`src/design/euq_pkg.sv`:
```
// euler-to-quaternion shared types, constants and fixed-point helpers
// used by every cell and the top level; depends on nothing

package euq_pkg;

  // internal Q30 word, wide enough for the root argument and the numerators
  localparam int unsigned CW = 34;
  typedef logic signed [CW-1:0] fx_t;

  localparam fx_t FX_PI      = 34'sd3373259426;
  localparam fx_t FX_HALF_PI = 34'sd1686629713;
  localparam fx_t FX_ONE     = 34'sd1073741824;
  localparam fx_t FX_GAIN    = 34'sd652032874;
  localparam logic signed [39:0] FX_TWO_PI = 40'sd6746518852;

  // lane order inside every row: heading, attitude, bank
  localparam int unsigned LANES = 3;

  typedef struct packed {
    fx_t  x;
    fx_t  y;
    fx_t  a;
    logic neg;
  } cor_lane_t;

  typedef struct packed {
    cor_lane_t [LANES-1:0] lane;
  } cor_t;

  typedef struct packed {
    logic [63:0]           rem;
    logic [63:0]           root;
    fx_t  [LANES-1:0]      num;
    logic                  nonpos;
  } sq_t;

  typedef struct packed {
    logic [63:0] rem;
    logic [30:0] quo;
    logic        neg;
    logic        sat;
  } dv_lane_t;

  typedef struct packed {
    dv_lane_t [LANES-1:0] lane;
    logic [32:0]          den;
    logic [30:0]          w;
    logic                 deg;
  } dv_t;

  function automatic fx_t atan_q30(input int unsigned idx);
    fx_t r;
    case (idx)
      0:  r = 34'h3243F6A8;  1:  r = 34'h1DAC6705;  2:  r = 34'h0FADBAFC;
      3:  r = 34'h07F56EA6;  4:  r = 34'h03FEAB76;  5:  r = 34'h01FFD55B;
      6:  r = 34'h00FFFAAA;  7:  r = 34'h007FFF55;  8:  r = 34'h003FFFEA;
      9:  r = 34'h001FFFFD;  10: r = 34'h000FFFFF;  11: r = 34'h0007FFFF;
      12: r = 34'h0003FFFF;  13: r = 34'h0001FFFF;  14: r = 34'h0000FFFF;
      15: r = 34'h00007FFF;  16: r = 34'h00003FFF;  17: r = 34'h00001FFF;
      18: r = 34'h00000FFF;  19: r = 34'h000007FF;  20: r = 34'h000003FF;
      21: r = 34'h000001FF;  22: r = 34'h000000FF;  23: r = 34'h0000007F;
      24: r = 34'h0000003F;  25: r = 34'h0000001F;  26: r = 34'h0000000F;
      27: r = 34'h00000008;  28: r = 34'h00000004;  29: r = 34'h00000002;
      30: r = 34'h00000001;
      default: r = '0;
    endcase
    return r;
  endfunction

  // q30 product with floor
  function automatic fx_t mulq(input fx_t a, input fx_t b);
    logic signed [2*CW-1:0] p;
    p = a * b;
    return fx_t'(p >>> 30);
  endfunction

endpackage

```
`src/design/euq_sqrt_cell.sv`:
```
// one digit of the integer square root, remainder form
// depends on euq_pkg

module euq_sqrt_cell import euq_pkg::*; #(
  parameter int unsigned STEP = 0
) (
  input  logic clk_i,
  input  logic rst_ni,
  input  logic en_i,
  input  logic valid_i,
  input  sq_t  data_i,
  output logic valid_o,
  output sq_t  data_o
);

  localparam logic [63:0] BIT = 64'd1 << (62 - 2 * STEP);

  sq_t         data_d, data_q;
  logic        valid_q;
  logic [63:0] trial;

  always_comb begin
    data_d = data_i;
    trial  = data_i.root + BIT;
    if (data_i.rem >= trial) begin
      data_d.rem  = data_i.rem - trial;
      data_d.root = (data_i.root >> 1) + BIT;
    end else begin
      data_d.root = data_i.root >> 1;
    end
  end

  always_ff @(posedge clk_i or negedge rst_ni) begin
    if (!rst_ni) begin
      valid_q <= 1'b0;
    end else if (en_i) begin
      valid_q <= valid_i;
    end
  end

  always_ff @(posedge clk_i) begin
    if (en_i) begin
      data_q <= data_d;
    end
  end

  assign valid_o = valid_q;
  assign data_o  = data_q;

endmodule

```
`config.mk`:
```
export PLATFORM = sky130hd
export DESIGN_NAME = euq_sqrt_cell
export DESIGN_NICKNAME = d
export VERILOG_FILES = /design/src/design/euq_pkg.sv /design/src/design/euq_sqrt_cell.sv
export SDC_FILE = /design/constraint.sdc
export NUM_CORES = 1
export LEC_CHECK = 0
export ABC_AREA = 0
export BUFFER_PORTS_ARGS = -buffer_cell sky130_fd_sc_hd__buf_2
export CAP_MARGIN = 5
export CORE_AREA = 2 2 180 182
export DETAILED_ROUTE_END_ITERATION = 8
export DIE_AREA = 0 0 182 184
export PLACE_DENSITY = 0.66
export SLEW_MARGIN = 20
export SYNTH_ARGS = -nofsm -noshare
export SYNTH_HDL_FRONTEND = slang
export SYNTH_SLANG_ARGS = --single-unit
```
`constraint.sdc`:
```
create_clock -name clk_i -period 2.6 [get_ports clk_i]
set_clock_uncertainty 0.2 [all_clocks]
set_input_delay 0.39 -clock clk_i [delete_from_list [all_inputs] [get_ports clk_i]]
set_output_delay 0.39 -clock clk_i [all_outputs]
set_load 0.01 [all_outputs]
```
==> flow_metrics.tcl <==
set metrics [dict create \
    peakVddDrop_mv 0.465 \
    max_cap_viol_count 0 \
    clock_path_buffers 3 \
    clk_latency_ps 550 \
    status "complete, but fails checks" \
    crit_chain "buf_12 > inv_12 > ha_4 > buf_4 > buf_4 > nor2b_4 > o2111ai_2 > a211oi_2 > buf_4 > and4b_1 > nor2_1 > a21oi_1 > o21ai_1 > a21boi_1 > xnor2_1 > mux2_4" \
    critPathBufInv 5 \
    finalSetupViolations 64 \
    crit_path_frequent_cell "buf_4" \
    fin_ws_ps -283 \
    violations "setup timing" \
    drv_slew 0 \
    drt_iter0_drc 755 \
    overflow 0 \
    hold_ws_ps 19.6 \
    synth_area_mm2 0.0122 \
    period_share 1.11 \
    synthArstFlopShare 0.00431 \
    h-tree-depth 1 \
    startpoint_type "primary input" \
    grt_pass1_vias 12834 \
    synth_nets 1324 \
    gr-usage-all-layers 0.275 \
    fin_util 0.689 \
    rsz0062_at_grt "true" \
    place_ws_ps -980 \
    drive_gt1_frac 0.493 \
    worst_slew_pin_slew_ps 539 \
    cts_root_buf "clkbuf_16" \
    row_count 65 \
    antenna_left 0 \
    route.detailed.drc 0 \
    cts_sinks 232 \
    wirelength_mm 48.8 \
    core_mm2 0.0314 \
    cp_slowest_cell "mux2_4" \
    worstPathArrival_ps 2980 \
    dr.pass1.iters 5 \
    path_clk_slew_ps 60 \
    holdCritPathClass "primary input to flop" \
    crit_fanout 2 \
    routed_via_density 5.01 \
    io_pins 467 \
    gp_congestion 0.900 \
    max_freq_ghz 0.347 \
    fin_nets 2322 \
    seq_area_frac_synth 0.570 \
    die_w_um 182 \
    grt_pass1_wl_mm 71.1 \
    cts-buffers-inserted 27 \
    vias 12268 \
    synth_area_per_cell_um2 11.9 \
    grt_max_degree 44 \
    port_buffers 466 \
    endpoint_kind "flop" \
    ys_warn_count 0 \
    power_leakage_uw 0.00983 \
    synth.distinct_cells 68 \
    fill_cells 2278 \
    ys_ff_latch 232 \
    syn2layout_area_growth_pct 77.1 \
    setup.worst_path.class "primary input to flop" \
    cts_tree "yes" \
    hold_viol 0 \
    crit_required_ps 2690 \
    dieArea_mm2 0.0335 \
    period_minus_slack_ps 2880 \
    yosys_most_used_dff "edfxtp_1" \
    synth_edf_count 231 \
    critPathTopFamily "compound AO/OA/AOI/OAI gates" \
    netlist_instances 1024 \
    slowest_delay_ps 260 \
    dp_hpwl_mm 34.5 \
    fp.dieH_um 184 \
    initial_core_util 0.389 \
    antenna_found_initial 7 \
    slew_headroom 0.640 \
    powerDensity_mw_per_mm2 571 \
    drt-wirelength-per-cell_um 20.0 \
]
placed cells by master (no fill, tap or decap), types with 5 or more instances in the layout:
cell type	netlist	final
nor2b_1	7	6
a21oi_1	101	73
dlygate4sd3_1	0	215
buf_6	4	18
o21ai_1	9	15
clkbuf_16	0	29
buf_12	0	11
a21oi_2	0	25
ha_4	0	21
nand4_1	21	21
o21ai_0	42	28
nand2_1	69	67
o21bai_1	17	16
buf_4	3	294
clkinv_2	0	5
nand2b_1	6	5
nor2_4	0	5
buf_8	0	5
nor2_1	60	49
inv_1	87	79
and4_1	6	6
nor2_2	1	7
inv_2	0	6
xor2_1	17	17
o21ai_2	0	5
ha_1	64	40
edfxtp_1	231	231
o211ai_1	8	8
nor3_1	16	12
nand3_1	10	9
a21o_1	41	41
mux2_4	0	50
buf_2	4	458
xnor2_1	39	39
cells by family (layout without fill, tap and decap cells):
logic type	Yosys count	in the layout	share of synthesized area
compound gates	272	272	0.143
xor+xnor	56	56	0.0402
fa+ha+maj	65	65	0.0672
buf+inv	123	1141	0.0416
flops	232	232	0.570
mux	53	53	0.0488
other cells	0	3	0
simple gates	223	223	0.0891
power breakdown:
part           switching, uW  internal (uW)  total [uW]
registers                120           4570        4690
clock network           1610           2210        3810
logic                   1830           2010        3840
total                   3550           8790       12300
layout make-up:
type / count / area (um^2) / share of cell area
antenna: 3 / 7.51 / 0.000347
timing repair buffer: 1005 / 7250 / 0.336
multi-input combinational: 669 / 5670 / 0.263
tap: 402 / 503 / 0.0233
inverter: 87 / 342 / 0.0158
sequential: 232 / 6960 / 0.322
clock inverter: 18 / 183 / 0.00845
clock buffer: 31 / 691 / 0.0320
final timing paths:
path / startpoint / end / slack [ps] / cells past startpoint
worst max register to register: valid_o$_DFFE_PN0P_ / valid_o$_DFFE_PN0P_ / 1630 / 1
worst min register to register: valid_o$_DFFE_PN0P_ / valid_o$_DFFE_PN0P_ / 340 / 1
min in group asynchronous: rst_ni / valid_o$_DFFE_PN0P_ / 540 / 3
worst max-delay path: data_i[167] / data_o[202]$_DFFE_PP_ / -280 / 16
worst min-delay path: data_i[170] / data_o[170]$_DFFE_PP_ / 20 / 2
max in group asynchronous: rst_ni / valid_o$_DFFE_PN0P_ / 1560 / 3
flip-flops by register name, indices dropped and copies added, names as in the netlist:
register and count:
valid_o 1, data_o 231
metrics by stage:
stage | setup TNS (ps) | total power, uW | cell area [um^2] | std cells
6_report | -13240 | 12300 | 21600 | 2447
5_1_grt | -20010 | 12800 | 21600 | 2446
4_1_cts | -10970 | 12200 | 21200 | 2437
3_5_place_dp | -58040 | 7870 | 17500 | 2151
3_3_place_gp | -57530 | 7820 | 17500 | 2151
2_1_floorplan | -35050 | 6260 | 12500 | 1024
synth_stat cells, drive strengths merged, types with 7 or more instances:
master | instances | area, um^2
a21o | 41 | 308
a21oi | 101 | 505
buf | 11 | 87.6
clkbuf | 25 | 93.8
edfxtp | 231 | 6940
ha | 64 | 801
inv | 87 | 327
mux2 | 52 | 586
nand2 | 69 | 259
nand3 | 10 | 50.1
nand4 | 21 | 131
nor2 | 61 | 231
nor2b | 7 | 43.8
nor3 | 17 | 90.1
o211ai | 8 | 60.1
o21ai | 51 | 255
o21bai | 17 | 128
xnor2 | 39 | 342
xor2 | 17 | 149
metal layers:
| layer | GRT usage | part of all wire | vias up |
|---|---|---|---|
| met4 | 0.0806 | 0.029 | 8 |
| met1 | 0.325 | 0.39 | 5910 |
| li1 | - | - | 5814 |
| met5 | 0 | 0.0012 | - |
| met2 | 0.495 | 0.50 | 459 |
| met3 | 0.0672 | 0.073 | 77 |
timing repair:
action / CTS / global route
endpoints found under the hold margin: 214 / 0
resized for setup: 112 / 72
buffers inserted: 21 / 6
pin swaps: 40 / 29
cloned: 3 / 2
hold buffers: 215 / 0
setup endpoints to repair: 66 / 66
No activity file was read; power rests on OpenSTA's default activity.
