===== src/design/euq_pkg.sv =====
// euler-to-quaternion shared types, constants and fixed-point helpers
// used by every cell and the top level; depends on nothing

package euq_pkg;

  // internal Q30 word, wide enough for the root argument and the numerators
  localparam int unsigned CW = 34;
  typedef logic signed [CW-1:0] fx_t;

  localparam fx_t FX_PI      = 34'sd3373259426;
  localparam fx_t FX_HALF_PI = 34'sd1686629713;
  localparam fx_t FX_ONE     = 34'sd1073741824;
  localparam fx_t FX_GAIN    = 34'sd652032874;
  localparam logic signed [39:0] FX_TWO_PI = 40'sd6746518852;

  // lane order inside every row: heading, attitude, bank
  localparam int unsigned LANES = 3;

  typedef struct packed {
    fx_t  x;
    fx_t  y;
    fx_t  a;
    logic neg;
  } cor_lane_t;

  typedef struct packed {
    cor_lane_t [LANES-1:0] lane;
  } cor_t;

  typedef struct packed {
    logic [63:0]           rem;
    logic [63:0]           root;
    fx_t  [LANES-1:0]      num;
    logic                  nonpos;
  } sq_t;

  typedef struct packed {
    logic [63:0] rem;
    logic [30:0] quo;
    logic        neg;
    logic        sat;
  } dv_lane_t;

  typedef struct packed {
    dv_lane_t [LANES-1:0] lane;
    logic [32:0]          den;
    logic [30:0]          w;
    logic                 deg;
  } dv_t;

  function automatic fx_t atan_q30(input int unsigned idx);
    fx_t r;
    case (idx)
      0:  r = 34'h3243F6A8;  1:  r = 34'h1DAC6705;  2:  r = 34'h0FADBAFC;
      3:  r = 34'h07F56EA6;  4:  r = 34'h03FEAB76;  5:  r = 34'h01FFD55B;
      6:  r = 34'h00FFFAAA;  7:  r = 34'h007FFF55;  8:  r = 34'h003FFFEA;
      9:  r = 34'h001FFFFD;  10: r = 34'h000FFFFF;  11: r = 34'h0007FFFF;
      12: r = 34'h0003FFFF;  13: r = 34'h0001FFFF;  14: r = 34'h0000FFFF;
      15: r = 34'h00007FFF;  16: r = 34'h00003FFF;  17: r = 34'h00001FFF;
      18: r = 34'h00000FFF;  19: r = 34'h000007FF;  20: r = 34'h000003FF;
      21: r = 34'h000001FF;  22: r = 34'h000000FF;  23: r = 34'h0000007F;
      24: r = 34'h0000003F;  25: r = 34'h0000001F;  26: r = 34'h0000000F;
      27: r = 34'h00000008;  28: r = 34'h00000004;  29: r = 34'h00000002;
      30: r = 34'h00000001;
      default: r = '0;
    endcase
    return r;
  endfunction

  // q30 product with floor
  function automatic fx_t mulq(input fx_t a, input fx_t b);
    logic signed [2*CW-1:0] p;
    p = a * b;
    return fx_t'(p >>> 30);
  endfunction

endpackage


===== src/design/euq_cordic_cell.sv =====
// one rotation-mode cordic iteration for all three angle lanes
// depends on euq_pkg

module euq_cordic_cell import euq_pkg::*; #(
  parameter int unsigned STAGE = 0
) (
  input  logic clk_i,
  input  logic rst_ni,
  input  logic en_i,
  input  logic valid_i,
  input  cor_t data_i,
  output logic valid_o,
  output cor_t data_o
);

  cor_t data_d, data_q;
  logic valid_q;

  always_comb begin
    data_d = data_i;
    for (int l = 0; l < LANES; l++) begin
      if (!data_i.lane[l].a[CW-1]) begin
        data_d.lane[l].x = data_i.lane[l].x - (data_i.lane[l].y >>> STAGE);
        data_d.lane[l].y = data_i.lane[l].y + (data_i.lane[l].x >>> STAGE);
        data_d.lane[l].a = data_i.lane[l].a - atan_q30(STAGE);
      end else begin
        data_d.lane[l].x = data_i.lane[l].x + (data_i.lane[l].y >>> STAGE);
        data_d.lane[l].y = data_i.lane[l].y - (data_i.lane[l].x >>> STAGE);
        data_d.lane[l].a = data_i.lane[l].a + atan_q30(STAGE);
      end
    end
  end

  always_ff @(posedge clk_i or negedge rst_ni) begin
    if (!rst_ni) begin
      valid_q <= 1'b0;
    end else if (en_i) begin
      valid_q <= valid_i;
    end
  end

  always_ff @(posedge clk_i) begin
    if (en_i) begin
      data_q <= data_d;
    end
  end

  assign valid_o = valid_q;
  assign data_o  = data_q;

endmodule


===== config.mk =====
export PLATFORM = sky130hd
export DESIGN_NAME = euq_cordic_cell
export DESIGN_NICKNAME = d
export VERILOG_FILES = /design/src/design/euq_pkg.sv /design/src/design/euq_cordic_cell.sv
export SDC_FILE = /design/constraint.sdc
export NUM_CORES = 1
export LEC_CHECK = 0
export ABC_AREA = 1
export CORE_UTILIZATION = 40
export CTS_CLUSTER_DIAMETER = 120
export DETAILED_ROUTE_END_ITERATION = 10
export DONT_BUFFER_PORTS = 1
export PLACE_DENSITY = 0.58
export SLEW_MARGIN = 20
export SYNTH_ARGS = -nofsm -noshare
export SYNTH_HDL_FRONTEND = slang
export SYNTH_SLANG_ARGS = --single-unit

===== constraint.sdc =====
create_clock -name clk_i -period 0.84 [get_ports clk_i]
set_input_delay 0.126 -clock clk_i [delete_from_list [all_inputs] [get_ports clk_i]]
set_output_delay 0.126 -clock clk_i [all_outputs]
set_load 0.01 [all_outputs]

==> metrics.md <==
| Metric | Value |
|---|---|
| Status | complete, but fails checks |
| Violated checks | hold timing, setup timing |
| DPL Wire Length | 130 mm |
| Hold crit path type | primary input to register |
| First-pass GRT wire length | 239 mm |
| Yosys Warn Count | 0 |
| Required @ worst endpoint | 1.22 ns |
| Layout Skew | 0 ns |
| Crit path kind | primary input to register |
| # setup viols final | 583 |
| Commonest non-fill, non-tap cells in the layout | buf_4, nand2_1, inv_1, nand2_2, edfxtp_1 |
| Tmin final | 1.39 ns |
| Clock Pin Slew Worst Setup and Hold Paths | 0.06 ns |
| Final Instance Area | 61500 um^2 |
| GRT Resource Usage Total | 34.5% |
| Largest area contributor in the netlist | edfxtp_1 |
| Post-synthesis cell area | 35600 um^2 |
| Filler cells | 7003 |
| GR Overflow Total | 0 |
| P_int | 50000 uW |
| Worst vdd rail ir drop | 0.00197 V |
| Via density | 5.45 |
| Die ar. | 90100 um^2 |
| Worst path max stage delay | 0.35 ns |
| Period utilization | 165% |
| EDFF count, synth | 306 |
| Max-cap check violation count | 0 |
| Worst r2r src | valid_o |
| Primary FF master, synth | edfxtp_1 |
| Critical path's top delay family | simple AND/OR/NAND/NOR gates |
| Final WS setup | -0.546 ns |
| Average size of a mapped cell | 6.66 um^2 |
| Actual slew at the worst max-slew pin | 1.03 ns |
| Initial antenna violation count | 6 |
| Synth top area share | 25.8% |
| Fmax | 722 MHz |
| Hold_ws | -0.382 ns |
| First-pass detailed-route iteration total | 6 |
| P_leak | 0.0277 uW |
| Cells after Synth | 5339 |
| Die height | 300 um |
| Pin count of the biggest net entering global routing | 308 |
| Placed cell count | 7465 |
| Core Area | 88200 um^2 |
| Max Root-Sink Buffers | 3 |
| Worst skew pair latency | 0.63 ns |
| RSZ-0062 raised after global routing | yes |
| Top-Level Pins | 623 |
| Antenna Nets Post-Route | 0 |
| Reg power frac | 27.1% |
| RD Place Congestion | 0.997 |
| Critical path peak fanout | 7 |
| Combinational fraction of design power | 50.7% |
| Die W | 300 um |
| Highest-delay cell along the critical path | ha_4 |
| Reg2reg end | valid_o |
| Port buffer count | 0 |
| Root Driver | clkbuf_16 |
| Critical-path cell list | inv_8 > ha_4 > buf_6 > nand2_8 > buf_6 > o211ai_1 > nand2_1 > nand2_2 > nand2_2 > nand2_1 > nand2_1 > nand3_1 > nand2_2 |
| Remaining DRCs | 0 |
| Cell Pwr Density | 1360 nW/um^2 |
| Finished Layout Cells | 7836 |
| Crit. End Element | register |
| CP startpoint kind | primary input |
| Vias | 42.7k |
| Worst Min Path Start | en_i |
| Slew HR | 31.4% |
| Netlist cell types | 51 |
| Power share of the clock group | 22.2% |
| Nets | 7344 |
| Post-synthesis register bit count | 307 |
| Starting Density | 40.3% |
| Placed Area | 48700 um^2 |
| Floorplan row count | 109 |
| Ratio of cells with drive above 1 in the final layout | 54.0% |
| Routed wire per std cell | 21.6 um |
| Hold Path Depth | 0 |
| Buf+Inv Stages, Crit Path | 3 |
| Syn Nets | 6048 |
| P_sw | 33800 uW |
| Area Overhead vs Synth | 72.8% |
| Vias in the first global route | 40.5k |
| FF-to-FF path depth | 1 |
| Levels on crit path | 13 |
| Clk sink count | 307 |
| TritonCTS Buffers | 41 |
| Final Hold Viols | 464 |
| Worst EP arrival | 1.77 ns |
| First DRT Iteration DRCs | 2915 |
| Sequential share of the synthesized area | 25.9% |
| Top post-synthesis cells by area | edfxtp_1, nand2_1, ha_1, inv_1, a21oi_1 |
| Hold EP | data_o[182] |
| Sw frac | 40.4% |
| Most common cell after layout, fill and taps aside | buf_4 |
| Reg2reg setup slack | 0.08 ns |
| Slew Limit Fails | 0 |
| Final wirelength | 169 mm |
| CTS tree | done |
| Asr flop ratio synth | 0.326% |
| # H-tree levels | 2 |
==> routing by layer <==
layer / vias to the layer above / track usage, % / routed length (um)
met3: 424 / 8.06 / 13000
met4: 4 / 13.1 / 8640
met5: - / 0 / 31
li1: 20334 / - / -
met2: 1576 / 58.3 / 80200
met1: 20357 / 42.4 / 67400
==> power by group through the flow <==
stage	clock, uW	sequential [uW]	combinational, uW
after floorplan	0	21900	18700
after global placement	0	23100	31400
after detailed placement	0	23000	31500
after CTS	19000	22800	35300
after global routing	19400	22900	45300
final	18600	22700	42500
==> repair_timing <==
item | CTS | global route
endpoints found under the setup margin | 570 | 580
pin swaps | 395 | 683
resized for setup | 798 | 1462
gates cloned | 1 | 3
hold buffers | 25 | 4
endpoints found under the hold margin | 525 | 505
buffers inserted | 128 | 156
==> area by class of cell <==
type	instances	area [um^2]	area share [%]
multi-input cells	4194	34500	56.2
repair buffers	1384	11600	18.8
clock inverters	28	314	0.511
diodes	3	7.51	0.0122
inverters	704	3260	5.30
repair inverters	3	47.5	0.0773
clock buffers	48	1050	1.71
well taps	1165	1460	2.37
flip-flops and latches	307	9210	15.0
==> worst max path at each step <==
stage | start | to | slack, ns
2_1_floorplan | data_i[137] | data_o[131] | -1.01
3_3_place_gp | data_i[164] | data_o[171] | -1.34
3_5_place_dp | data_i[164] | data_o[171] | -1.35
4_1_cts | data_o[23] | data_o[23] | -0.54
5_1_grt | data_i[142] | data_o[202] | -0.61
6_report | data_i[142] | data_o[202] | -0.55
==> cell usage after synthesis, types with 20 or more instances <==
cell type and n:
a21o_1 41, a21oi_1 499, a31oi_1 20, buf_2 33, buf_4 56, clkbuf_1 28, edfxtp_1 306, ha_1 384
inv_1 686, nand2_1 1420, nand3_1 485, nand4_1 44, nor2_1 506, nor3_1 68, o21ai_0 322, o21ai_1 29
o21bai_1 38, xor2_1 130
==> metrics by stage <==
| stage | TNS, ns | utilization (%) | total power [uW] | worst slack, ns |
|---|---|---|---|---|
| floorplan | -213.32 | - | 40700 | -1.01 |
| CTS | -205.81 | 61.7 | 77100 | -0.544 |
| global route | -229.21 | 69.7 | 87500 | -0.613 |
| global placement | -283.25 | 55.2 | 54400 | -1.34 |
| detailed placement | -285.29 | 55.2 | 54500 | -1.35 |
| finish | -211.47 | 69.7 | 83800 | -0.546 |
==> state kept, by name (all words and copies together), names as in the netlist <==
register and count:
data_o 306, valid_o 1
==> logic make-up (layout without fill, tap and decap cells) <==
family	after synthesis	count (layout)	synth area share, %
AND/OR/NAND/NOR	2605	2605	30.5
adder cells (fa/ha/maj)	396	396	14.2
AO/OA/AOI/OAI	1047	1047	16.0
multiplexers	3	3	0.0879
flip-flops	307	307	25.9
buffers and inverters	838	2167	9.78
other	0	3	0
XOR/XNOR	143	143	3.52
(Power assumes the default switching activity.)
