<file path="config.mk">
export PLATFORM = sky130hd
export DESIGN_NAME = euq_div_cell
export DESIGN_NICKNAME = d
export VERILOG_FILES = /design/src/design/euq_pkg.sv /design/src/design/euq_div_cell.sv
export SDC_FILE = /design/constraint.sdc
export NUM_CORES = 1
export LEC_CHECK = 0
export ABC_AREA = 1
export BUFFER_PORTS_ARGS = -buffer_cell sky130_fd_sc_hd__buf_2
export CORE_AREA = 2 2 282 284
export DETAILED_ROUTE_END_ITERATION = 10
export DIE_AREA = 0 0 284 286
export REMOVE_ABC_BUFFERS = 1
export SYNTH_ARGS = -nofsm -noshare
export SYNTH_HDL_FRONTEND = slang
export SYNTH_SLANG_ARGS = --single-unit
</file>
<file path="constraint.sdc">
create_clock -name clk_i -period 0.8 [get_ports clk_i]
set_input_delay 0 -clock clk_i [delete_from_list [all_inputs] [get_ports clk_i]]
set_output_delay 0 -clock clk_i [all_outputs]
set_load 0.05 [all_outputs]
</file>
<file path="src/design/euq_pkg.sv">
// euler-to-quaternion shared types, constants and fixed-point helpers
// used by every cell and the top level; depends on nothing

package euq_pkg;

  // internal Q30 word, wide enough for the root argument and the numerators
  localparam int unsigned CW = 34;
  typedef logic signed [CW-1:0] fx_t;

  localparam fx_t FX_PI      = 34'sd3373259426;
  localparam fx_t FX_HALF_PI = 34'sd1686629713;
  localparam fx_t FX_ONE     = 34'sd1073741824;
  localparam fx_t FX_GAIN    = 34'sd652032874;
  localparam logic signed [39:0] FX_TWO_PI = 40'sd6746518852;

  // lane order inside every row: heading, attitude, bank
  localparam int unsigned LANES = 3;

  typedef struct packed {
    fx_t  x;
    fx_t  y;
    fx_t  a;
    logic neg;
  } cor_lane_t;

  typedef struct packed {
    cor_lane_t [LANES-1:0] lane;
  } cor_t;

  typedef struct packed {
    logic [63:0]           rem;
    logic [63:0]           root;
    fx_t  [LANES-1:0]      num;
    logic                  nonpos;
  } sq_t;

  typedef struct packed {
    logic [63:0] rem;
    logic [30:0] quo;
    logic        neg;
    logic        sat;
  } dv_lane_t;

  typedef struct packed {
    dv_lane_t [LANES-1:0] lane;
    logic [32:0]          den;
    logic [30:0]          w;
    logic                 deg;
  } dv_t;

  function automatic fx_t atan_q30(input int unsigned idx);
    fx_t r;
    case (idx)
      0:  r = 34'h3243F6A8;  1:  r = 34'h1DAC6705;  2:  r = 34'h0FADBAFC;
      3:  r = 34'h07F56EA6;  4:  r = 34'h03FEAB76;  5:  r = 34'h01FFD55B;
      6:  r = 34'h00FFFAAA;  7:  r = 34'h007FFF55;  8:  r = 34'h003FFFEA;
      9:  r = 34'h001FFFFD;  10: r = 34'h000FFFFF;  11: r = 34'h0007FFFF;
      12: r = 34'h0003FFFF;  13: r = 34'h0001FFFF;  14: r = 34'h0000FFFF;
      15: r = 34'h00007FFF;  16: r = 34'h00003FFF;  17: r = 34'h00001FFF;
      18: r = 34'h00000FFF;  19: r = 34'h000007FF;  20: r = 34'h000003FF;
      21: r = 34'h000001FF;  22: r = 34'h000000FF;  23: r = 34'h0000007F;
      24: r = 34'h0000003F;  25: r = 34'h0000001F;  26: r = 34'h0000000F;
      27: r = 34'h00000008;  28: r = 34'h00000004;  29: r = 34'h00000002;
      30: r = 34'h00000001;
      default: r = '0;
    endcase
    return r;
  endfunction

  // q30 product with floor
  function automatic fx_t mulq(input fx_t a, input fx_t b);
    logic signed [2*CW-1:0] p;
    p = a * b;
    return fx_t'(p >>> 30);
  endfunction

endpackage

</file>
<file path="src/design/euq_div_cell.sv">
// one quotient bit of the restoring divide, three lanes sharing a divisor
// depends on euq_pkg

module euq_div_cell import euq_pkg::*; #(
  parameter int unsigned QBIT = 0
) (
  input  logic clk_i,
  input  logic rst_ni,
  input  logic en_i,
  input  logic valid_i,
  input  dv_t  data_i,
  output logic valid_o,
  output dv_t  data_o
);

  dv_t         data_d, data_q;
  logic        valid_q;
  logic [65:0] sub;

  always_comb begin
    data_d = data_i;
    sub    = 66'(data_i.den) << QBIT;
    for (int l = 0; l < LANES; l++) begin
      if (!data_i.lane[l].sat && ({2'b00, data_i.lane[l].rem} >= sub)) begin
        data_d.lane[l].rem       = data_i.lane[l].rem - sub[63:0];
        data_d.lane[l].quo[QBIT] = 1'b1;
      end
    end
  end

  always_ff @(posedge clk_i or negedge rst_ni) begin
    if (!rst_ni) begin
      valid_q <= 1'b0;
    end else if (en_i) begin
      valid_q <= valid_i;
    end
  end

  always_ff @(posedge clk_i) begin
    if (en_i) begin
      data_q <= data_d;
    end
  end

  assign valid_o = valid_q;
  assign data_o  = data_q;

endmodule

</file>
==> results of run 1 <==
[metrics by stage]
step                      std cells  power [uW]  hold WS (ns)  cell area [sq um]
final                          6758       78000        -0.331              51000
after global routing           6753       80300        -0.338              51000
after CTS                      6731       76000        -0.362              49600
after detailed placement       6144       48300        -0.221              37300
after global placement         6144       48300        -0.224              37300
after floorplan                3444       36200        -0.296              24800
[cell usage after synthesis]
| library cell | instances |
|---|---|
| a21boi_0 | 8 |
| a21o_1 | 2 |
| a21oi_1 | 77 |
| a21oi_2 | 1 |
| and2_1 | 2 |
| and3_1 | 1 |
| buf_2 | 16 |
| buf_4 | 11 |
| buf_6 | 13 |
| clkbuf_2 | 2 |
| clkinv_1 | 3 |
| dfrtp_1 | 1 |
| edfxtp_1 | 356 |
| fa_1 | 3 |
| ha_1 | 99 |
| inv_1 | 530 |
| inv_2 | 18 |
| mux2_2 | 1 |
| nand2_1 | 1441 |
| nand2_2 | 15 |
| nand2_4 | 5 |
| nand3_1 | 168 |
| nand3b_1 | 44 |
| nand4_1 | 44 |
| nor2_1 | 324 |
| nor2_2 | 15 |
| nor2_4 | 5 |
| nor3_1 | 47 |
| nor3_2 | 2 |
| nor3_4 | 1 |
| nor3b_1 | 2 |
| nor4_1 | 12 |
| o21a_1 | 2 |
| o21ai_0 | 28 |
| o21ai_1 | 71 |
| o21ai_2 | 11 |
| o21bai_1 | 12 |
| or2_1 | 2 |
| or2_2 | 1 |
| xnor2_1 | 83 |
| xor2_1 | 7 |
[worst paths after layout]
| kind | startpoint | end | slack, ns | depth (start not counted) |
|---|---|---|---|---|
| setup / recovery | data_i[99] | data_o[100]$_DFFE_PP_ | -1.04 | 17 |
| hold / removal | data_i[33] | data_o[33]$_DFFE_PP_ | -0.33 | 1 |
| setup reg to reg | valid_o$_DFFE_PN0P_ | valid_o$_DFFE_PN0P_ | 0.03 | 1 |
| hold reg to reg | valid_o$_DFFE_PN0P_ | valid_o$_DFFE_PN0P_ | 0.55 | 1 |
| max in group asynchronous | rst_ni | valid_o$_DFFE_PN0P_ | 0.43 | 3 |
| min in group asynchronous | rst_ni | valid_o$_DFFE_PN0P_ | 0.27 | 3 |
[metal layers]
layer / track usage / part of all wire / up-vias
li1: - / - / 15500
met5: 0 / 0.00041 / -
met1: 0.392 / 0.36 / 15500
met4: 0.254 / 0.088 / 10
met2: 0.614 / 0.48 / 1684
met3: 0.0672 / 0.078 / 501
[cell type report]
cell class | count | area share
Multi-Input combinational cell | 2538 | 0.309
Timing Repair Buffer | 2169 | 0.382
Clock buffer | 48 | 0.0211
Sequential cell | 357 | 0.210
Antenna cell | 12 | 0.000589
Inverter | 551 | 0.0430
Timing Repair inverter | 5 | 0.00130
Tap cell | 1050 | 0.0258
Clock inverter | 28 | 0.00692
[timing repair]
item	in CTS	in global routing
endpoints found under the hold margin	440	4
pin swaps	176	126
gates cloned	37	2
hold buffers	377	1
setup buffers	109	21
resized for setup	1482	361
endpoints found under the setup margin	552	640
[power breakdown]
| group | total, uW | internal [uW] | leakage (uW) | switching [uW] |
|---|---|---|---|---|
| clock | 20700 | 11700 | 0.000684 | 9010 |
| combinational | 33300 | 14300 | 0.0202 | 19000 |
| sequential | 23900 | 22800 | 0.00349 | 1170 |
| total | 78000 | 48800 | 0.0244 | 29200 |
[kinds of logic after synthesis]
logic type | count (synthesis) | synth area share
AO/OA/AOI/OAI | 212 | 0.0464
AND/OR/NAND/NOR | 2131 | 0.349
buffers and inverters | 593 | 0.0950
XOR/XNOR | 90 | 0.0314
adder cells (fa/ha/maj) | 102 | 0.0517
flip-flops | 357 | 0.426
multiplexers | 1 | 0.000448
[placed cells by master (no fill, tap or decap), types with 9 or more instances in the layout]
cell / instances
nand3_2: 30
inv_4: 9
o21ai_1: 41
nand4_1: 44
nand2_8: 9
nor2_1: 225
nand2_2: 313
dlygate4sd3_1: 377
nand3_1: 136
nand2_1: 1063
buf_12: 78
buf_4: 952
clkbuf_16: 44
buf_6: 387
nor3_1: 36
a21oi_2: 37
nor3_2: 9
o21ai_4: 12
inv_1: 471
a21oi_1: 40
o21ai_2: 49
xnor2_2: 13
buf_16: 28
ha_4: 68
ha_1: 27
clkinvlp_4: 17
xnor2_1: 69
nand3b_1: 44
buf_2: 335
nor2_2: 60
diode_2: 12
edfxtp_1: 356
buf_8: 10
nor2_4: 59
inv_2: 51
nand2_4: 78
[state kept, by name (all words and copies together), names as in the netlist]
register and cells:
data_o 356, valid_o 1
==> out/qor.csv, run 1 <==
metric,value,unit
status,finished with violations,
violations,"hold timing, setup timing",
cp_max_fo,8,
grt_pass1_vias,33800,
path_class,input port to flop,
grt-ovfl-total,0,
clock-root-buffer,clkbuf_16,
final_layout_size_suffix_gt1_frac,0.475,
slowest_stage,nand4_1,
crit_buf_inv,7,
die_w,284,um
dr_total_vias,33200,
fin_ws,-1.04,ns
irDropWorstVdd,1310,uV
antenna_found_initial,21,
firstDrtPassIters,6,
path_clk_slew,0.06,ns
hold_viol_final,2,
grtUsageTotal,0.355,
critPathMaxStageDelay,0.29,ns
leakagePower,0.0244,uW
worst_setup_path_start_kind,input port,
yosysWarnings,0,
worstPathCellList,buf_2 -> buf_4 -> ha_4 -> nand2_1 -> inv_2 -> nand4_1 -> nor3_2 -> buf_4 -> nand2_2 -> nand2_2 -> inv_2 -> nand2_8 -> nand2_8 -> buf_12 -> buf_12 -> nand2_4 -> o21ai_2,
rows,103,
clk-insertion-delay-late,0.59,ns
fin_nets,6126,
synth_seq_cells,357,
arrival,2.15,ns
multiInputGateArea,15800,sq um
viasPerCell,4.91,
io_pins,717,
maxCapViolCount,0,
wl_per_cell,22.4,um
wl,151,mm
worstPathRequired,1.11,ns
fin_hold_ws,-0.331,ns
cp_top_family,simple AND/OR/NAND/NOR gates,
syn_inst,3486,
dieArea,81200,sq um
post-dp-hpwl,108,mm
grt_max_degree,33,
slew_viol_final,0,
slew-limit-headroom,0.509,
final_util,0.651,
die_y,286,um
yosys-top-cells-area,"edfxtp_1 (43%), nand2_1 (22%), inv_1 (7.9%), ha_1 (4.9%), nor2_1 (4.8%)",
grt_pass1_wl,214,mm
period_share,2.30,
yosys.area.top_type,edfxtp_1,
rsz0062_at_grt,yes,
tightest_slew,0.733,ns
io_buffers,716,
clock_skew,0,ns
area_growth,103,%
cts_tree,built,
fillCellCount,6344,
htree_num_levels,2,
hp-class,input port to flop,
synth_area_per_cell,7.21,sq um
fin_crit,1.84,ns
post-place-ws,-1.87,ns
numCtsBuffers,42,
cp-end-kind,flop,
cts_buffer_depth,3,
clock.fmax,544,MHz
core,78400,sq um
setup_viol,639,
ant_nets,0,
synth.top_cell.area_share,0.425,
initial_core_util,0.321,
power_density,1530,nW/um^2
cts.sinks,357,
ys_seq_area_frac,0.426,
drc,0,
tns,-339.34,ns
drt-initial-drc-count,2669,
regArea,10700,sq um
place.gp.congestion,1.02,
synthesis.area,25100,sq um
ys_types,41,
Note: power is estimated with default switching activity, not from simulation.
==> run 2, diff against run 1 <==
--- a/config.mk
+++ b/config.mk
@@ -11,6 +11,7 @@
 export DETAILED_ROUTE_END_ITERATION = 10
 export DIE_AREA = 0 0 284 286
 export REMOVE_ABC_BUFFERS = 1
+export SKIP_CTS_REPAIR_TIMING = 1
 export SYNTH_ARGS = -nofsm -noshare
 export SYNTH_HDL_FRONTEND = slang
 export SYNTH_SLANG_ARGS = --single-unit
==> run 2 against run 1 <==
The flow still finishes with violations (hold timing, setup timing). Routed wire length is 8.0% lower. Sequential power down 2%. Die area unchanged. Cell count fell by 1.3%. Sequential share of layout area up 2.1 points. Non-clock buffer count decreased by 76. Maximum frequency up 1.1%. Core utilization fell by 6.0 points. Sequential cell count unchanged. Largest cell class unchanged. Largest power group unchanged. Highest routed layer unchanged.
==> out/qor.csv, run 2 (synthesis gave the netlist of run 1 again) <==
metric,value,unit
cp_top_family,simple AND/OR/NAND/NOR gates,
initial_core_util,0.321,
grtUsageMet2,0.520,
clock_skew,0,ns
drt-initial-drc-count,2416,
tightest_slew,0.692,ns
critPathLaunch,data_i[63],
critPathMaxStageDelay,0.29,ns
grt_pass1_wl,176,mm
grt-ovfl-total,0,
place.gp.congestion,1.02,
irDropWorstVdd,1270,uV
hp-class,input port to flop,
slew-limit-headroom,0.537,
fin_ws,-1.02,ns
drc,0,
cp_max_fo,13,
r2r_cells,1,
r2r_start,valid_o$_DFFE_PN0P_,
dr_total_vias,31800,
die_y,286,um
crit_end,data_o[196]$_DFFE_PP_,
worst_setup_path_start_kind,input port,
rsz0062_at_grt,yes,
switching_share,0.373,
fin_crit,1.82,ns
final_area,46300,sq um
clock.fmax,550,MHz
slowest_stage,ha_4,
worstPathRequired,1.12,ns
maxCapViolCount,0,
final_layout_size_suffix_gt1_frac,0.432,
grtUsageTotal,0.294,
cp-end-kind,flop,
internal-power,45800,uW
cts_tree,built,
period_share,2.27,
worstPathCellList,buf_8 -> clkinvlp_4 -> buf_12 -> ha_4 -> nand2_4 -> nor2_4 -> inv_2 -> nor2_4 -> inv_2 -> nor2_4 -> nand2_2 -> nand2_2 -> nand2_2 -> nand2_4 -> nand2_4 -> clkbuf_16 -> nand2_1 -> o21ai_1,
grt_pass1_vias,28000,
dp.cells,6144,
firstDrtPassIters,6,
status,finished with violations,
area_growth,84.1,%
clock-root-buffer,clkbuf_16,
power_frac_comb,0.401,
arrival,2.14,ns
die_w,284,um
leakagePower,0.0225,uW
clock_power_share,0.279,
largest_reg_flops,356,
slew_viol_final,0,
cts.sinks,357,
crit_buf_inv,6,
hold_viol_final,14,
crit_cells,18,
post-dp-hpwl,108,mm
violations,"hold timing, setup timing",
worstReg2RegEnd,valid_o$_DFFE_PN0P_,
setup_viol,604,
p_sw,27300,uW
grt_max_degree,47,
wl_per_cell,20.9,um
place_area,37300,sq um
fin_nets,6045,
clk-insertion-delay-late,0.58,ns
seq_power_share,0.320,
hp-start,data_i[32],
layout_commonest_cell,nand2_1,
use_met1,0.345,
mostFrequentLayoutCells,"nand2_1 (1,213), buf_4 (932), buf_2 (689)",
wl,139,mm
grtUsageMet3,0.0514,
power_density,1580,nW/um^2
fin_cells,6667,
numCtsBuffers,42,
path_class,input port to flop,
r2r_slack,0.06,ns
p_total,73200,uW
fin_hold_ws,-0.365,ns
io_buffers,716,
antenna_found_initial,15,
busiest_layer,met2,
final_util,0.590,
viasPerCell,4.77,
rows,103,
io_pins,717,
ant_nets,0,
htree_num_levels,2,
core,78400,sq um
path_clk_slew,0.06,ns
cts_buffer_depth,3,
dieArea,81200,sq um
[run 2: cell types whose count changed in the layout (fill, tap and decap cells not counted), sizes merged]
cell	change
buf	-78
clkbuf	+10
clkinvlp	+1
diode	-10
dlygate4sd3	-8
inv	-6
[run 2: metal layers]
metal  vias up  share of wire
met5         -        0.00072
met3       347          0.069
met2      1337           0.49
met4        14          0.068
met1     14800           0.38
li1      15300              -
[run 2: cell type report]
cell class,instances,area [sq um]
multi-input cells,2538,14700
well taps,1050,1310
flip-flops and latches,357,10700
fillers,7174,32100
clock buffers,48,1070
clock inverters,28,353
diodes,2,5.00
inverters,551,2160
repair buffers,2093,15900
[run 2: metrics by stage]
step / setup WS (ns) / setup TNS, ns
2_1_floorplan: -2.05 / -317.90
3_5_place_dp: -1.87 / -333.07
3_3_place_gp: -1.88 / -328.96
6_report: -1.02 / -330.55
5_1_grt: -1.11 / -360.10
4_1_cts: -1.25 / -354.51
[run 2: power groups by stage]
stage               sequential, uW  clock (uW)  combinational, uW
floorplan                    29800           0               6400
global placement             23800           0              24500
detailed placement           23700           0              24500
CTS                          23400       20600              24600
global route                 23500       21300              30800
finish                       23400       20400              29300
[run 2: worst min path at each step]
stage	endpoint	slack (ns)	depth (start not counted)
finish	data_o[32]$_DFFE_PP_	-0.37	1
global route	data_o[32]$_DFFE_PP_	-0.39	1
CTS	valid_o$_DFFE_PN0P_	-0.85	1
detailed placement	valid_o$_DFFE_PN0P_	-0.22	1
global placement	valid_o$_DFFE_PN0P_	-0.22	1
floorplan	valid_o$_DFFE_PN0P_	-0.30	0
==> run 3, diff against run 2 <==
--- a/config.mk
+++ b/config.mk
@@ -6,10 +6,10 @@
 export NUM_CORES = 1
 export LEC_CHECK = 0
 export ABC_AREA = 1
-export BUFFER_PORTS_ARGS = -buffer_cell sky130_fd_sc_hd__buf_2
-export CORE_AREA = 2 2 282 284
+export CORE_AREA = 2 2 279 281
 export DETAILED_ROUTE_END_ITERATION = 10
-export DIE_AREA = 0 0 284 286
+export DIE_AREA = 0 0 281 283
+export DONT_BUFFER_PORTS = 1
 export REMOVE_ABC_BUFFERS = 1
 export SKIP_CTS_REPAIR_TIMING = 1
 export SYNTH_ARGS = -nofsm -noshare
==> run 3 against run 2 <==
The flow still finishes with violations (hold timing, setup timing). Cell count shrank 9.3%. Worst hold slack got worse by 0.15 ns. Clock skew stayed put. Sequential power grew 2%. Power increased by 1.9%. Design area shrank 4.5%. Largest cell class unchanged.
==> out/qor.csv, run 3 (synthesis gave the netlist of run 1 again) <==
metric,value,unit
status,finished with violations,
violations,"hold timing, setup timing",
fin_nets,5416,
drc,0,
grt_pass1_vias,25900,
clock.fmax,574,MHz
clk-insertion-delay-late,0.62,ns
worstPathCellList,clkinvlp_4 -> buf_4 -> ha_4 -> nand2_1 -> nand2_1 -> buf_4 -> nand2_1 -> nand2_2 -> inv_1 -> nand2_1 -> nand2_1 -> nand3b_1 -> buf_4 -> xnor2_1 -> o21ai_1,
wl_per_cell,22.1,um
slowest_stage,xnor2_1,
initial_core_util,0.328,
cts.sinks,357,
tightest_slew,1.28,ns
ant_nets,0,
critPathMaxStageDelay,0.35,ns
crit_buf_inv,5,
p_total,74600,uW
io_pins,717,
cts_buffer_depth,3,
die_w,281,um
antenna_found_initial,17,
seq_power_share,0.321,
grt_pass1_wl,170,mm
power_frac_comb,0.376,
clock_skew,0,ns
worst_setup_path_start_kind,input port,
mostFrequentLayoutCells,"nand2_1 (1,295), buf_4 (941), inv_1 (503)",
hold_viol_final,242,
final_util,0.576,
largest_reg_flops,356,
layout_commonest_cell,nand2_1,
rsz0062_at_grt,yes,
dieArea,79500,sq um
period_share,2.18,
cp-end-kind,flop,
firstDrtPassIters,6,
fin_crit,1.74,ns
wl,134,mm
path_class,input port to flop,
path_clk_slew,0.06,ns
hp-class,input port to flop,
arrival,2.08,ns
internal-power,48300,uW
irDropWorstVdd,1550,uV
viasPerCell,4.79,
p_sw,26300,uW
power_density,1690,nW/um^2
die_y,283,um
r2r_slack,0.05,ns
final_layout_size_suffix_gt1_frac,0.340,
leakagePower,0.0208,uW
drt-initial-drc-count,2157,
clock-root-buffer,clkbuf_16,
grtUsageTotal,0.294,
post-dp-hpwl,103,mm
htree_num_levels,2,
fillCellCount,6900,
grt-ovfl-total,0,
core,76700,sq um
post-place-ws,-1.64,ns
clock_power_share,0.303,
fin_hold_ws,-0.513,ns
switching_share,0.353,
area_growth,75.8,%
slew_viol_final,0,
crit_top_cell,nand2_1,
slew-limit-headroom,0.147,
grt_max_degree,358,
cp_top_family,buffers and inverters,
place.gp.congestion,1.02,
setup_viol,552,
worstPathRequired,1.14,ns
fin_ws,-0.942,ns
cts_tree,built,
numCtsBuffers,46,
maxCapViolCount,0,
rows,102,
cp_max_fo,4,
io_buffers,0,
dr_total_vias,29000,
run 3: cell count changes in the layout (fill, tap and decap cells not counted), sizes merged:
| cell | before | now |
|---|---|---|
| buf | 1712 | 1150 |
| dlygate4sd3 | 369 | 296 |
| diode | 2 | 13 |
| clkbuf | 60 | 64 |
| bufinv | 6 | 8 |
| clkinv | 17 | 19 |
| clkinvlp | 18 | 19 |
| inv | 538 | 539 |
| nand2 | 1463 | 1464 |
run 3: path summary, 6_finish.rpt:
path                                     startpoint                     to  cells after the start
worst min register to register  valid_o$_DFFE_PN0P_    valid_o$_DFFE_PN0P_                      1
max in group asynchronous                    rst_ni    valid_o$_DFFE_PN0P_                      2
worst max register to register  valid_o$_DFFE_PN0P_    valid_o$_DFFE_PN0P_                      1
worst min-delay path                     data_i[32]   data_o[32]$_DFFE_PP_                      0
min in group asynchronous                    rst_ni    valid_o$_DFFE_PN0P_                      2
worst max-delay path                     data_i[43]  data_o[314]$_DFFE_PP_                     15
run 3: stage by stage:
stage               cells  setup TNS (ns)  hold WS (ns)  cell area [sq um]
floorplan            3444         -317.90        -0.296              24800
global placement     5601         -292.47        -0.296              36800
detailed placement   5601         -293.74        -0.296              36800
CTS                  5686         -321.49        -0.951              38400
global route         6038         -331.97        -0.536              44200
finish               6044         -301.24        -0.513              44200
run 3: area by class of cell:
type / count / area, sq um / share of cell area
inverter: 551 / 2150 / 0.0486
sequential: 357 / 10700 / 0.242
tap: 1040 / 1300 / 0.0294
multi-input combinational: 2539 / 13900 / 0.316
antenna: 13 / 32.5 / 0.000736
clock inverter: 34 / 462 / 0.0104
clock buffer: 51 / 1170 / 0.0265
timing repair buffer: 1459 / 14400 / 0.326
run 3: layer usage:
metal	wire [um]	share of wire	GRT usage	up-vias
li1	-	-	-	14000
met1	47900	0.36	0.323	13400
met2	64600	0.48	0.515	1213
met3	11500	0.086	0.0734	325
met4	9680	0.072	0.166	2
met5	12	0.000090	0	-
run 3: power groups by stage:
stage          clock network (uW)  registers (uW)  logic, uW
2_1_floorplan                   0           29800       6400
3_3_place_gp                    0           24200      24300
3_5_place_dp                    0           24200      24300
4_1_cts                     22900           23900      24400
5_1_grt                     23600           24100      29300
6_report                    22600           23900      28000
